File: config.mk
export PLATFORM = sky130hd
export DESIGN_NAME = fully_assoc_lru_cache_tags_flat
export DESIGN_NICKNAME = d
export VERILOG_FILES = /design/src/rtl/core/falc_pkg.sv /design/src/rtl/core/falc_lookup_if.sv /design/src/rtl/core/falc_result_if.sv /design/src/rtl/core/falc_ctrl.sv /design/src/rtl/core/falc_datapath.sv /design/src/rtl/core/fully_assoc_lru_cache_tags.sv /design/src/flat_wrapper.sv
export SDC_FILE = /design/constraint.sdc
export NUM_CORES = 2
export LEC_CHECK = 0
export BUFFER_PORTS_ARGS = -buffer_cell sky130_fd_sc_hd__buf_2
export CAP_MARGIN = 20
export CORE_UTILIZATION = 57
export DETAILED_ROUTE_END_ITERATION = 10
export PLACE_DENSITY = 0.74
export RECOVER_POWER = 50
export SYNTH_ARGS = -nofsm -noshare
export SYNTH_HDL_FRONTEND = slang
export SYNTH_SLANG_ARGS = --single-unit
export TNS_END_PERCENT = 10
File: constraint.sdc
create_clock -name clk_i -period 13.4 [get_ports clk_i]
set_clock_uncertainty 0.05 [all_clocks]
set_input_delay 0.67 -clock clk_i [delete_from_list [all_inputs] [get_ports clk_i]]
set_output_delay 0.67 -clock clk_i [all_outputs]
set_load 0.03 [all_outputs]
File: src/rtl/core/falc_pkg.sv
package falc_pkg;

  // fixed field widths of the channels and the config register
  localparam int unsigned LOOKUP_TAG_W = 32;
  localparam int unsigned LINE_USED_W  = 4;
  localparam int unsigned CNT_W        = 32;
  localparam int unsigned CFG_W        = 5;

  // active line count after reset
  localparam logic [CFG_W-1:0] ACTIVE_BLOCKS_RST = 5'd16;

  // commands from the controller to the datapath
  typedef struct packed {
    logic load_tag;
    logic lookup;
    logic scan_step;
    logic commit;
  } falc_cmd_t;

  // status from the datapath to the controller
  typedef struct packed {
    logic found;
    logic single_line;
    logic scan_last;
    logic out_stall;
  } falc_status_t;

endpackage

File: src/rtl/core/falc_lookup_if.sv
interface falc_lookup_if
  import falc_pkg::*;
();

  logic                    valid;
  logic                    ready;
  logic [LOOKUP_TAG_W-1:0] lookup_tag;

  modport source (output valid, output lookup_tag, input ready);
  modport sink   (input valid, input lookup_tag, output ready);

endinterface

File: src/rtl/core/falc_result_if.sv
interface falc_result_if
  import falc_pkg::*;
();

  logic                    valid;
  logic                    ready;
  logic                    hit;
  logic [LINE_USED_W-1:0]  line_used;
  logic                    evicted;
  logic [LOOKUP_TAG_W-1:0] evicted_tag;
  logic [CNT_W-1:0]        hit_total;
  logic [CNT_W-1:0]        miss_total;

  modport source (
    output valid, output hit, output line_used, output evicted,
    output evicted_tag, output hit_total, output miss_total,
    input ready
  );
  modport sink (
    input valid, input hit, input line_used, input evicted,
    input evicted_tag, input hit_total, input miss_total,
    output ready
  );

endinterface

File: src/rtl/core/falc_ctrl.sv
module falc_ctrl
  import falc_pkg::*;
(
  input  logic         clk_i,
  input  logic         rst_ni,
  input  logic         in_valid_i,
  output logic         in_ready_o,
  input  falc_status_t status_i,
  output falc_cmd_t    cmd_o
);

  typedef enum logic [1:0] {
    ST_IDLE,
    ST_LOOKUP,
    ST_SCAN,
    ST_COMMIT
  } state_e;

  state_e state_q, state_d;
  logic   accept;

  assign in_ready_o = (state_q == ST_IDLE);
  assign accept     = in_valid_i && in_ready_o;

  // commands decoded from the current state, the input handshake and the output stall
  always_comb begin
    cmd_o           = '0;
    cmd_o.load_tag  = accept;
    cmd_o.lookup    = (state_q == ST_LOOKUP);
    cmd_o.scan_step = (state_q == ST_SCAN);
    cmd_o.commit    = (state_q == ST_COMMIT) && !status_i.out_stall;
  end

  // next state
  always_comb begin
    state_d = state_q;
    unique case (state_q)
      ST_IDLE: begin
        if (accept) state_d = ST_LOOKUP;
      end
      ST_LOOKUP: begin
        if (status_i.found || status_i.single_line) state_d = ST_COMMIT;
        else                                         state_d = ST_SCAN;
      end
      ST_SCAN: begin
        if (status_i.scan_last) state_d = ST_COMMIT;
      end
      ST_COMMIT: begin
        if (!status_i.out_stall) state_d = ST_IDLE;
      end
      default: state_d = ST_IDLE;
    endcase
  end

  always_ff @(posedge clk_i or negedge rst_ni) begin
    if (!rst_ni) begin
      state_q <= ST_IDLE;
    end else begin
      state_q <= state_d;
    end
  end

endmodule

File: src/rtl/core/falc_datapath.sv
module falc_datapath
  import falc_pkg::*;
#(
  parameter int unsigned NUM_LINES = 16,
  parameter int unsigned TAG_BITS  = 32
) (
  input  logic                    clk_i,
  input  logic                    rst_ni,
  input  logic [CFG_W-1:0]        active_blocks_i,
  input  logic [LOOKUP_TAG_W-1:0] lookup_tag_i,
  input  falc_cmd_t               cmd_i,
  output falc_status_t            status_o,
  input  logic                    out_ready_i,
  output logic                    out_valid_o,
  output logic                    res_hit_o,
  output logic [LINE_USED_W-1:0]  res_line_used_o,
  output logic                    res_evicted_o,
  output logic [LOOKUP_TAG_W-1:0] res_evicted_tag_o,
  output logic [CNT_W-1:0]        res_hit_total_o,
  output logic [CNT_W-1:0]        res_miss_total_o
);

  localparam int unsigned LINE_W = $clog2(NUM_LINES);
  localparam int unsigned N_W    = $clog2(NUM_LINES + 1);
  localparam int unsigned AB_W   = (N_W > CFG_W) ? N_W : CFG_W;
  localparam int unsigned IN_CP  = (TAG_BITS < LOOKUP_TAG_W) ? TAG_BITS : LOOKUP_TAG_W;
  localparam int unsigned LU_CP  = (LINE_W < LINE_USED_W) ? LINE_W : LINE_USED_W;
  localparam logic [CNT_W-1:0] CNT_MAX = '1;

  function automatic logic [CNT_W-1:0] sat_inc(input logic [CNT_W-1:0] v);
    return (v == CNT_MAX) ? v : v + 1'b1;
  endfunction

  // line storage
  logic [NUM_LINES-1:0] line_valid_q;
  logic [TAG_BITS-1:0]  line_tag_q   [NUM_LINES];
  logic [CNT_W-1:0]     line_stamp_q [NUM_LINES];

  logic [CNT_W-1:0]    access_clock_q, hits_q, misses_q;
  logic [TAG_BITS-1:0] tag_q, tag_in;
  logic                hit_q, free_q;
  logic [LINE_W-1:0]   line_q, scan_idx_q;
  logic [CNT_W-1:0]    best_stamp_q;

  logic                    out_valid_q;
  logic                    res_hit_q, res_evicted_q;
  logic [LINE_USED_W-1:0]  res_line_q;
  logic [LOOKUP_TAG_W-1:0] res_evicted_tag_q;
  logic [CNT_W-1:0]        res_hit_total_q, res_miss_total_q;

  logic [AB_W-1:0]      ab_ext, n_full;
  logic [LINE_W-1:0]    last_idx;
  logic [NUM_LINES-1:0] active, match, free;
  logic                 hit_any, free_any;
  logic [LINE_W-1:0]    hit_idx, free_idx;
  logic                 evict;
  logic [CNT_W-1:0]     hits_d, misses_d;
  logic [LINE_USED_W-1:0]  line_out;
  logic [LOOKUP_TAG_W-1:0] ev_tag_out;

  // incoming tag trimmed or widened to the stored tag width
  always_comb begin
    tag_in            = '0;
    tag_in[IN_CP-1:0] = lookup_tag_i[IN_CP-1:0];
  end

  // clamp the active line count into 1 .. NUM_LINES
  assign ab_ext = AB_W'(active_blocks_i);
  always_comb begin
    if (ab_ext == '0)                        n_full = AB_W'(1);
    else if (ab_ext > AB_W'(NUM_LINES))      n_full = AB_W'(NUM_LINES);
    else                                     n_full = ab_ext;
  end
  assign last_idx = LINE_W'(n_full - AB_W'(1));

  // parallel tag compare and free line detect
  always_comb begin
    for (int i = 0; i < NUM_LINES; i++) begin
      active[i] = (LINE_W'(i) <= last_idx);
      match[i]  = active[i] && line_valid_q[i] && (line_tag_q[i] == tag_q);
      free[i]   = active[i] && !line_valid_q[i];
    end
  end

  // lowest index priority encoders
  always_comb begin
    hit_idx  = '0;
    free_idx = '0;
    for (int i = NUM_LINES - 1; i >= 0; i--) begin
      if (match[i]) hit_idx  = LINE_W'(i);
      if (free[i])  free_idx = LINE_W'(i);
    end
  end
  assign hit_any  = |match;
  assign free_any = |free;

  assign status_o.found       = hit_any || free_any;
  assign status_o.single_line = (last_idx == '0);
  assign status_o.scan_last   = (scan_idx_q == last_idx);
  assign status_o.out_stall   = out_valid_q && !out_ready_i;

  // lookup result and the sequential minimum stamp search
  always_ff @(posedge clk_i) begin
    if (cmd_i.load_tag) tag_q <= tag_in;
    if (cmd_i.lookup) begin
      hit_q        <= hit_any;
      free_q       <= free_any;
      best_stamp_q <= line_stamp_q[0];
      scan_idx_q   <= LINE_W'(1);
      if (hit_any)       line_q <= hit_idx;
      else if (free_any) line_q <= free_idx;
      else               line_q <= '0;
    end else if (cmd_i.scan_step) begin
      if (line_stamp_q[scan_idx_q] < best_stamp_q) begin
        best_stamp_q <= line_stamp_q[scan_idx_q];
        line_q       <= scan_idx_q;
      end
      scan_idx_q <= scan_idx_q + 1'b1;
    end
  end

  // values taken at commit
  assign evict    = !hit_q && !free_q;
  assign hits_d   = hit_q ? sat_inc(hits_q) : hits_q;
  assign misses_d = hit_q ? misses_q : sat_inc(misses_q);
  always_comb begin
    line_out              = '0;
    line_out[LU_CP-1:0]   = line_q[LU_CP-1:0];
    ev_tag_out            = '0;
    if (evict) ev_tag_out[IN_CP-1:0] = line_tag_q[line_q][IN_CP-1:0];
  end

  // line update, counters and valid bits
  always_ff @(posedge clk_i or negedge rst_ni) begin
    if (!rst_ni) begin
      line_valid_q   <= '0;
      access_clock_q <= '0;
      hits_q         <= '0;
      misses_q       <= '0;
      out_valid_q    <= 1'b0;
      for (int i = 0; i < NUM_LINES; i++) line_stamp_q[i] <= '0;
    end else begin
      if (cmd_i.commit) begin
        line_valid_q[line_q] <= 1'b1;
        line_stamp_q[line_q] <= access_clock_q;
        access_clock_q       <= sat_inc(access_clock_q);
        hits_q               <= hits_d;
        misses_q             <= misses_d;
        out_valid_q          <= 1'b1;
      end else if (out_ready_i) begin
        out_valid_q <= 1'b0;
      end
    end
  end

  // tag store and output register payload
  always_ff @(posedge clk_i) begin
    if (cmd_i.commit) begin
      line_tag_q[line_q] <= tag_q;
      res_hit_q          <= hit_q;
      res_line_q         <= line_out;
      res_evicted_q      <= evict;
      res_evicted_tag_q  <= ev_tag_out;
      res_hit_total_q    <= hits_d;
      res_miss_total_q   <= misses_d;
    end
  end

  assign out_valid_o       = out_valid_q;
  assign res_hit_o         = res_hit_q;
  assign res_line_used_o   = res_line_q;
  assign res_evicted_o     = res_evicted_q;
  assign res_evicted_tag_o = res_evicted_tag_q;
  assign res_hit_total_o   = res_hit_total_q;
  assign res_miss_total_o  = res_miss_total_q;

  // committed line is valid afterwards
  a_commit_sets_valid: assert property (@(posedge clk_i) disable iff (!rst_ni)
    cmd_i.commit |=> line_valid_q[$past(line_q)])
    else $error("committed line not valid");

  // a commit never overwrites a result still held by the receiver
  a_no_overwrite: assert property (@(posedge clk_i) disable iff (!rst_ni)
    cmd_i.commit |-> !(out_valid_q && !out_ready_i))
    else $error("result overwritten while stalled");

  // a hit never reports an eviction
  a_hit_no_evict: assert property (@(posedge clk_i) disable iff (!rst_ni)
    cmd_i.commit |=> !(res_hit_q && res_evicted_q))
    else $error("hit reported with eviction");

  // exactly one of the totals moves per commit unless saturated
  a_totals_step: assert property (@(posedge clk_i) disable iff (!rst_ni)
    cmd_i.commit |=> (hits_q != $past(hits_q)) || (misses_q != $past(misses_q))
                     || ($past(hits_q) == CNT_MAX) || ($past(misses_q) == CNT_MAX))
    else $error("totals did not advance");

endmodule

File: src/rtl/core/fully_assoc_lru_cache_tags.sv
// Fully associative tag store with least recently used replacement.
// lookup_i carries one tag per transaction (valid/ready); result_o returns
// one transaction per lookup with hit, line used, eviction flag and tag, and
// saturating hit and miss totals. cfg_we_i/cfg_wdata_i write the number of
// active lines (0 acts as 1, above NUM_LINES acts as NUM_LINES); write it
// only while no lookup is in flight.
// The tag is registered on acceptance, compared in the lookup state and
// committed to the output register when the tag hits, a free line exists
// or only one line is active; otherwise the least recently used line is
// found first by a one-line-per-cycle stamp scan over the active lines.
// A new lookup is taken only once the previous one has been committed to
// the output register.
// Reset clears all valid bits, stamps, the access clock and the totals, and
// sets the active line count to 16; no clearing pass is needed.
// The result sits in an output register; a new lookup is accepted while it
// waits, and a finished lookup holds its commit until the receiver takes
// the previous result.
module fully_assoc_lru_cache_tags
  import falc_pkg::*;
#(
  parameter int unsigned NUM_LINES = 16,
  parameter int unsigned TAG_BITS  = 32
) (
  input  logic               clk_i,
  input  logic               rst_ni,
  input  logic               cfg_we_i,
  input  logic [CFG_W-1:0]   cfg_wdata_i,
  falc_lookup_if.sink        lookup_i,
  falc_result_if.source      result_o
);

  logic [CFG_W-1:0] active_blocks_q;
  falc_cmd_t        cmd;
  falc_status_t     status;

  // active line count register
  always_ff @(posedge clk_i or negedge rst_ni) begin
    if (!rst_ni) begin
      active_blocks_q <= ACTIVE_BLOCKS_RST;
    end else if (cfg_we_i) begin
      active_blocks_q <= cfg_wdata_i;
    end
  end

  // sequencing
  falc_ctrl u_ctrl (
    .clk_i      (clk_i),
    .rst_ni     (rst_ni),
    .in_valid_i (lookup_i.valid),
    .in_ready_o (lookup_i.ready),
    .status_i   (status),
    .cmd_o      (cmd)
  );

  // tag store, stamps, counters and result register
  falc_datapath #(
    .NUM_LINES (NUM_LINES),
    .TAG_BITS  (TAG_BITS)
  ) u_datapath (
    .clk_i             (clk_i),
    .rst_ni            (rst_ni),
    .active_blocks_i   (active_blocks_q),
    .lookup_tag_i      (lookup_i.lookup_tag),
    .cmd_i             (cmd),
    .status_o          (status),
    .out_ready_i       (result_o.ready),
    .out_valid_o       (result_o.valid),
    .res_hit_o         (result_o.hit),
    .res_line_used_o   (result_o.line_used),
    .res_evicted_o     (result_o.evicted),
    .res_evicted_tag_o (result_o.evicted_tag),
    .res_hit_total_o   (result_o.hit_total),
    .res_miss_total_o  (result_o.miss_total)
  );

endmodule

File: src/flat_wrapper.sv
// flat-port wrapper written by rule: the top's interface ports become plain ports
module fully_assoc_lru_cache_tags_flat import falc_pkg::*;
#(
  parameter int unsigned NUM_LINES = 16,
  parameter int unsigned TAG_BITS  = 32
)
  (clk_i, rst_ni, cfg_we_i, cfg_wdata_i, lookup_i_valid, lookup_i_lookup_tag, lookup_i_ready, result_o_valid, result_o_hit, result_o_line_used, result_o_evicted, result_o_evicted_tag, result_o_hit_total, result_o_miss_total, result_o_ready);
  falc_lookup_if lookup_i_i ();
  falc_result_if result_o_i ();
  input  logic clk_i;
  input  logic rst_ni;
  input  logic cfg_we_i;
  input  logic [CFG_W-1:0] cfg_wdata_i;
  input wire logic [$bits(lookup_i_i.valid)-1:0] lookup_i_valid;
  input wire logic [$bits(lookup_i_i.lookup_tag)-1:0] lookup_i_lookup_tag;
  output wire logic [$bits(lookup_i_i.ready)-1:0] lookup_i_ready;
  output wire logic [$bits(result_o_i.valid)-1:0] result_o_valid;
  output wire logic [$bits(result_o_i.hit)-1:0] result_o_hit;
  output wire logic [$bits(result_o_i.line_used)-1:0] result_o_line_used;
  output wire logic [$bits(result_o_i.evicted)-1:0] result_o_evicted;
  output wire logic [$bits(result_o_i.evicted_tag)-1:0] result_o_evicted_tag;
  output wire logic [$bits(result_o_i.hit_total)-1:0] result_o_hit_total;
  output wire logic [$bits(result_o_i.miss_total)-1:0] result_o_miss_total;
  input wire logic [$bits(result_o_i.ready)-1:0] result_o_ready;
  assign lookup_i_i.valid = lookup_i_valid;
  assign lookup_i_i.lookup_tag = lookup_i_lookup_tag;
  assign lookup_i_ready = lookup_i_i.ready;
  assign result_o_valid = result_o_i.valid;
  assign result_o_hit = result_o_i.hit;
  assign result_o_line_used = result_o_i.line_used;
  assign result_o_evicted = result_o_i.evicted;
  assign result_o_evicted_tag = result_o_i.evicted_tag;
  assign result_o_hit_total = result_o_i.hit_total;
  assign result_o_miss_total = result_o_i.miss_total;
  assign result_o_i.ready = result_o_ready;
  fully_assoc_lru_cache_tags #(.NUM_LINES(NUM_LINES), .TAG_BITS(TAG_BITS)) u_core (.clk_i(clk_i), .rst_ni(rst_ni), .cfg_we_i(cfg_we_i), .cfg_wdata_i(cfg_wdata_i), .lookup_i(lookup_i_i), .result_o(result_o_i));
endmodule
After elaboration in Yosys (flattened, before gate mapping). Memory sizes are Yosys's and may differ from the RTL's. A register that Yosys moved wholly into a read port is not among the register bits. Cells that the tools add are included.

Flip-flop bits (word level): 776. Bits in writable memories: 512. Input bits: 42. Output and inout bits: 104. Word-level logic and storage cells: 244. Memories kept: 1.

Add/subtract/negate cells: 5. Order comparisons: 23. Eq/ne operators: 26. Mux-type cells: 63. Bitwise logic cells: 4. Reduce and logical (&&, ||, !) cells: 88.

Memory list: u_core.u_datapath.line_tag_q (words 16, bits a word 32, rd ports 17, clocked after Yosys merged registers in 1, wr ports 1, line falc_datapath.sv:36) `logic [TAG_BITS-1:0] line_tag_q [NUM_LINES];`.

Operator list (count): $bwmux 512 (1); $eq 32x32->1 (16); $mux 32 (10); $mux 4 (39); $bmux 32 s4 (1); $demux 32 s4 (1); $add 32x1->32 const B (3); $eq 32x32->1 const B (3); $logic_and 1x1->1 (54); $le 4x4->1 const A (8); $lt 32x32->1 (1); $reduce_or 16->1 (2); $logic_not 1->1 (21); $le 3x4->1 const A (4); $or 16x16->16 (1); $ge 5x5->1 const B (2); $not 4->5 (2); $le 1x4->1 const A (2); $le 2x4->1 const A (2); $pmux 2 s4 (1); $mux 1 (6); $mux 2 (3); $reduce_bool 2->1 (3); $gt 5x5->1 const B (1); 18 further kinds (22).

Depth between registers and ports, before layout.
Depth in word-level cells: 25. Depth in mapped cells: 15. Gate-level depth less buffers: 13.

Cells and area by module. From an unflattened synthesis, not the netlist that was laid out.

Cells, all modules: 4601. Area, all modules: 63413.3 um^2.

Modules (own cells, without submodules): falc_datapath (times used 1, cells an instance 4571, area an instance 63021.7 um^2, seq. area each 36259.8 um^2); falc_ctrl (times used 1, cells an instance 20, area an instance 209.0 um^2, seq. area each 50.0 um^2); fully_assoc_lru_cache_tags (times used 1, cells an instance 10, area an instance 182.7 um^2, seq. area each 126.4 um^2).

Worst setup path before layout. Ideal clock, no wire load.

Kind: register to register. Start: reg u_core.u_datapath.scan_idx_q[0]. End: reg u_core.u_datapath.best_stamp_q[0], enable pin. Arrival time: 5.928 ns. Data required time: 12.876 ns. Path slack: 6.948 ns. Cell stages (with the launch flop): 16. Path buffers: 3. Clock period less this slack: 6.452 ns. Path through: dfxtp_1 > clkbuf_1 > clkbuf_1 > buf_2 > mux4_2 > mux4_2 > ha_1 > a21o_1 > a21o_1 > a21oi_1 > o21ai_0 > a21oi_1 > nor2b_1 > o21ai_0 > a31oi_1 > nor3_1.

Word-level cells in the longest chain between the ends: 7.

RTL lines: start: declaration (line falc_datapath.sv:42) `logic [LINE_W-1:0] line_q, scan_idx_q;`; start signal: assignment (line falc_datapath.sv:118) `scan_idx_q <= scan_idx_q + 1'b1;`; $not 4->5 (implied by the code) (line falc_datapath.sv:114) `if (line_stamp_q[scan_idx_q] < best_stamp_q) begin`; $bmux 32 s4 (line falc_datapath.sv:114); $mux 32 (implied by the code) (2 in series) (line falc_datapath.sv:114); $lt 32x32->1 (line falc_datapath.sv:114); $reduce_bool 2->1 (no line); $reduce_and 2->1 (no line); end signal: assignment (line falc_datapath.sv:108) `best_stamp_q <= line_stamp_q[0];`; end signal: assignment (line falc_datapath.sv:115) `best_stamp_q <= line_stamp_q[scan_idx_q];`; end: declaration (line falc_datapath.sv:43) `logic [CNT_W-1:0] best_stamp_q;`.

Every way passes these cells. The select of a mux whose other input is x is not followed. A chain may end at the register's enable or synchronous reset.

Final worst setup path.
Start: reg u_core.u_ctrl.state_q[0]. End: mem u_core.u_datapath.line_tag_q[6][11], enable pin.

Word-level cells in the longest chain between the ends: 4.

RTL lines: start: declaration (line falc_ctrl.sv:19) `state_e state_q, state_d;`; start signal: assignment (line falc_ctrl.sv:59) `state_q <= state_d;`; $eq 2x2->1 (line falc_ctrl.sv:31) `cmd_o.commit = (state_q == ST_COMMIT) && !status_i.out_stall;`; $logic_and 1x1->1 (line falc_ctrl.sv:31); $mux 1 (line falc_datapath.sv:158) `if (cmd_i.commit) begin`; $mux 1 (implied by the code) (line falc_datapath.sv:159) `line_tag_q[line_q] <= tag_q;`; end: declaration (line falc_datapath.sv:36).

Every way passes these cells.

==> reports/metrics.csv <==
metric,value,unit
p_leak,27.7,nW
cpPeakStageDelay,2420,ps
fin_crit,9090,ps
hp-start,lookup_i_lookup_tag[5],
antenna_left,0,
numCtsBuffers,140,
crit_required,13740,ps
crit_path_top_delay_cell,clkinvlp_2,
synth.area.top_cells,"edfxtp_1 (33%), dfrtp_1 (25%), mux4_2 (12%)",
grt_usage,0.345,
clock_path_buffers,3,
critical_path_class,flip-flop to flip-flop,
root_buffer,clkbuf_16,
slew_viol_final,2135,
synth.most_common_cell,nand2_1,
synth-edff-count,684,
fin_cells,6446,
dp_hpwl,119000,um
cp_max_fo,67,
drt-total-wl,189000,um
chipHeight,332,um
worst_path_most_repeated_cell,nand2_1,
synth-main-ff-cell,edfxtp_1,
rsz0062_at_grt,false,
core_area,108000,um^2
routed_via_density,6.35,
tritoncts,done,
synth_top_area_frac,0.330,
antenna_found_initial,8,
clock.fmax,0.110,GHz
r2r_slack,4310,ps
die_area,111000,um^2
finalSetupTns,0,ps
ys_ff_latch,1320,
grt_max_degree,179,
crit_family,buffers and inverters,
post_cts_buffers,0,
io_pins,146,
fin_crit_sh,0.678,
avgRoutedWirePerCell,29.3,um
cp_num_buf_inv,4,
synth_top_area_cell,edfxtp_1,
cp.arrival,9430,ps
tightest_slew,4950,ps
grt.overflow.total,0,
violations,"max-capacitance violations, max-slew violations",
async_reset_ff_frac,0.479,
synth.yosys.seq_area_share,0.585,
min_path_type,primary input to flip-flop,
path_cells,ha_1 > nand2_1 > clkinvlp_2 > nand2_1 > nor2_1 > nand2_2 > clkbuf_1 > clkinv_2 > buf_4,
slew_headroom,-2.30,
num-fill-cells,8088,
synth_cell_type_count,79,
yosys_warnings,0,
start_util,0.578,
syn_area,62300,um^2
min_path_cells,1,
status,finished with violations,
area_growth,9.65,%
via_count,41000,
synthCells,4877,
drtIter0Drc,5450,
io_buffers,145,
r2r_end,u_core.u_datapath.line_tag_q[6][11],
fp.dieW,332,um
drc,0,
cellPowerDensity,182,nW/um^2
dp.cells,6186,
start_kind,flip-flop,
crit_path_end_kind,flip-flop,
seqCellArea,36400,um^2
cts-hold-fix-buffers,4,
insertion_delay,770,ps
r2r-start,u_core.u_ctrl.state_q[0],
multi_input_area,24100,um^2
syn_area_per_cell,12.8,um^2
ys_top_cells_by_count,"nand2_1 (1337), edfxtp_1 (684), dfrtp_1 (631)",
cts_num_sinks,1320,
drive_gt1_frac,0.156,
irDropWorstVdd,172,uV
finalHoldViolations,0,
firstDrtPassIters,6,
maxCapViolCount,59,
startpoint,u_core.u_ctrl.state_q[0],
fin_nets,5018,
cts_resized,0,
syn-num-nets,4962,
min_to,u_core.u_datapath.tag_q[5],
finalSetupViolations,0,
grt_pass1_wl,276000,um
grt_pass1_vias,40500,
h-tree-depth,4,
routabilityCongestion,1.04,
cts.clk_slew.worst_paths,60,ps
rows,120,
rr_worst_depth,9,
## worst register-to-register path, cell delays in order, from the launching register on
cell	delay [ps]
dfrtp_1	410
ha_1	230
nand2_1	100
clkinvlp_2	2420
nand2_1	660
nor2_1	200
nand2_2	130
clkbuf_1	2140
clkinv_2	1620
buf_4	650
## per-layer routing
layer	up-vias	GRT usage	part of all wire
li1	17200	-	-
met1	20800	0.456	0.37
met2	2386	0.532	0.47
met3	550	0.0719	0.097
met4	8	0.202	0.066
met5	-	0	0.00025
## worst max path at each step
stage                                                      to  slack [ps]  cells after the start
final                     u_core.u_datapath.line_tag_q[6][11]        4310                      9
after CTS                  u_core.u_datapath.best_stamp_q[18]        7960                     15
after global routing      u_core.u_datapath.line_stamp_q[310]        4030                      8
after floorplan             u_core.u_datapath.best_stamp_q[0]        6950                     15
after detailed placement   u_core.u_datapath.best_stamp_q[31]        8060                     15
after global placement     u_core.u_datapath.best_stamp_q[26]        8110                     15
## through the flow
stage / utilization / total power [mW] / setup WS, ps / instance area (um^2) / hold slack (ps)
5_1_grt: 0.634 / 12.8 / 4030 / 68300 / 15.9
2_1_floorplan: - / 7.43 / 6950 / 62300 / 324
3_5_place_dp: 0.595 / 8.64 / 8060 / 64100 / 408
3_3_place_gp: 0.595 / 8.60 / 8110 / 64100 / 404
6_report: 0.634 / 12.4 / 4310 / 68300 / 28.4
4_1_cts: 0.638 / 12.4 / 7960 / 68600 / 0.358
## sequential cells by signal, summed over array words and instances, names as in the netlist
name / flops
u_core.u_datapath.line_stamp_q: 512
u_core.u_datapath.res_evicted_o: 1
u_core.u_datapath.res_miss_total_o: 32
u_core.u_datapath.tag_q: 32
u_core.u_datapath.res_hit_total_o: 32
u_core.u_datapath.res_hit_o: 1
u_core.u_datapath.out_valid_o: 1
u_core.active_blocks_q: 5
u_core.u_datapath.access_clock_q: 32
u_core.u_datapath.res_line_used_o: 4
u_core.u_datapath.line_out: 4
u_core.u_datapath.line_valid_q: 16
u_core.u_datapath.hits_q: 32
u_core.u_datapath.hit_q: 1
u_core.u_ctrl.state_q: 2
u_core.u_datapath.free_q: 1
u_core.u_datapath.misses_q: 32
u_core.u_datapath.line_tag_q: 512
u_core.u_datapath.res_evicted_tag_o: 32
u_core.u_datapath.scan_idx_q: 4
u_core.u_datapath.best_stamp_q: 32
## cells by family (layout without fill, tap and decap cells)
logic type      count (synthesis)  after routing  synth area share
simple gates                 1880           1880             0.131
flops                        1320           1320             0.585
xor+xnor                      675            675            0.0956
mux                           454            454             0.140
buf+inv                       400            563            0.0280
compound gates                105            105            0.0113
fa+ha+maj                      43             43           0.00864
other cells                     0              3                 0
## cells in the final DEF, fill, tap and decap left out, types with 15 or more instances in the layout
cell type,synthesis,layout
edfxtp_1,684,684
ha_1,43,43
o21ai_0,35,35
and3_1,25,25
nor2_1,78,78
clkinv_2,0,33
mux4_2,320,320
xor2_1,212,212
nand2_1,1337,1330
nand2b_1,25,25
clkbuf_16,0,145
buf_4,15,28
mux2_2,132,131
clkbuf_1,200,203
and2_1,45,42
nor4_1,55,54
dfrtp_1,631,631
inv_1,71,53
xnor2_1,458,458
a21oi_1,20,20
nand3_1,86,83
nand4_1,132,132
buf_2,60,39
clkinv_1,1,15
nor3_1,44,44
## cell type report
class / count / share of cell area
flip-flops and latches: 1320 / 0.534
multi-input cells: 3157 / 0.353
clock buffers: 193 / 0.0574
well taps: 1403 / 0.0257
repair buffers: 242 / 0.0172
clock inverters: 56 / 0.00843
inverters: 72 / 0.00420
diodes: 3 / 0.000110
## report_power, final
part / internal, mW / leakage, nW / switching (mW)
Combinational: 1.22 / 10.6 / 2.19
Clock: 2.19 / 2.20 / 1.64
Sequential: 4.87 / 14.9 / 0.336
Total: 8.29 / 27.7 / 4.16
Note: power is estimated with default switching activity, not from simulation.
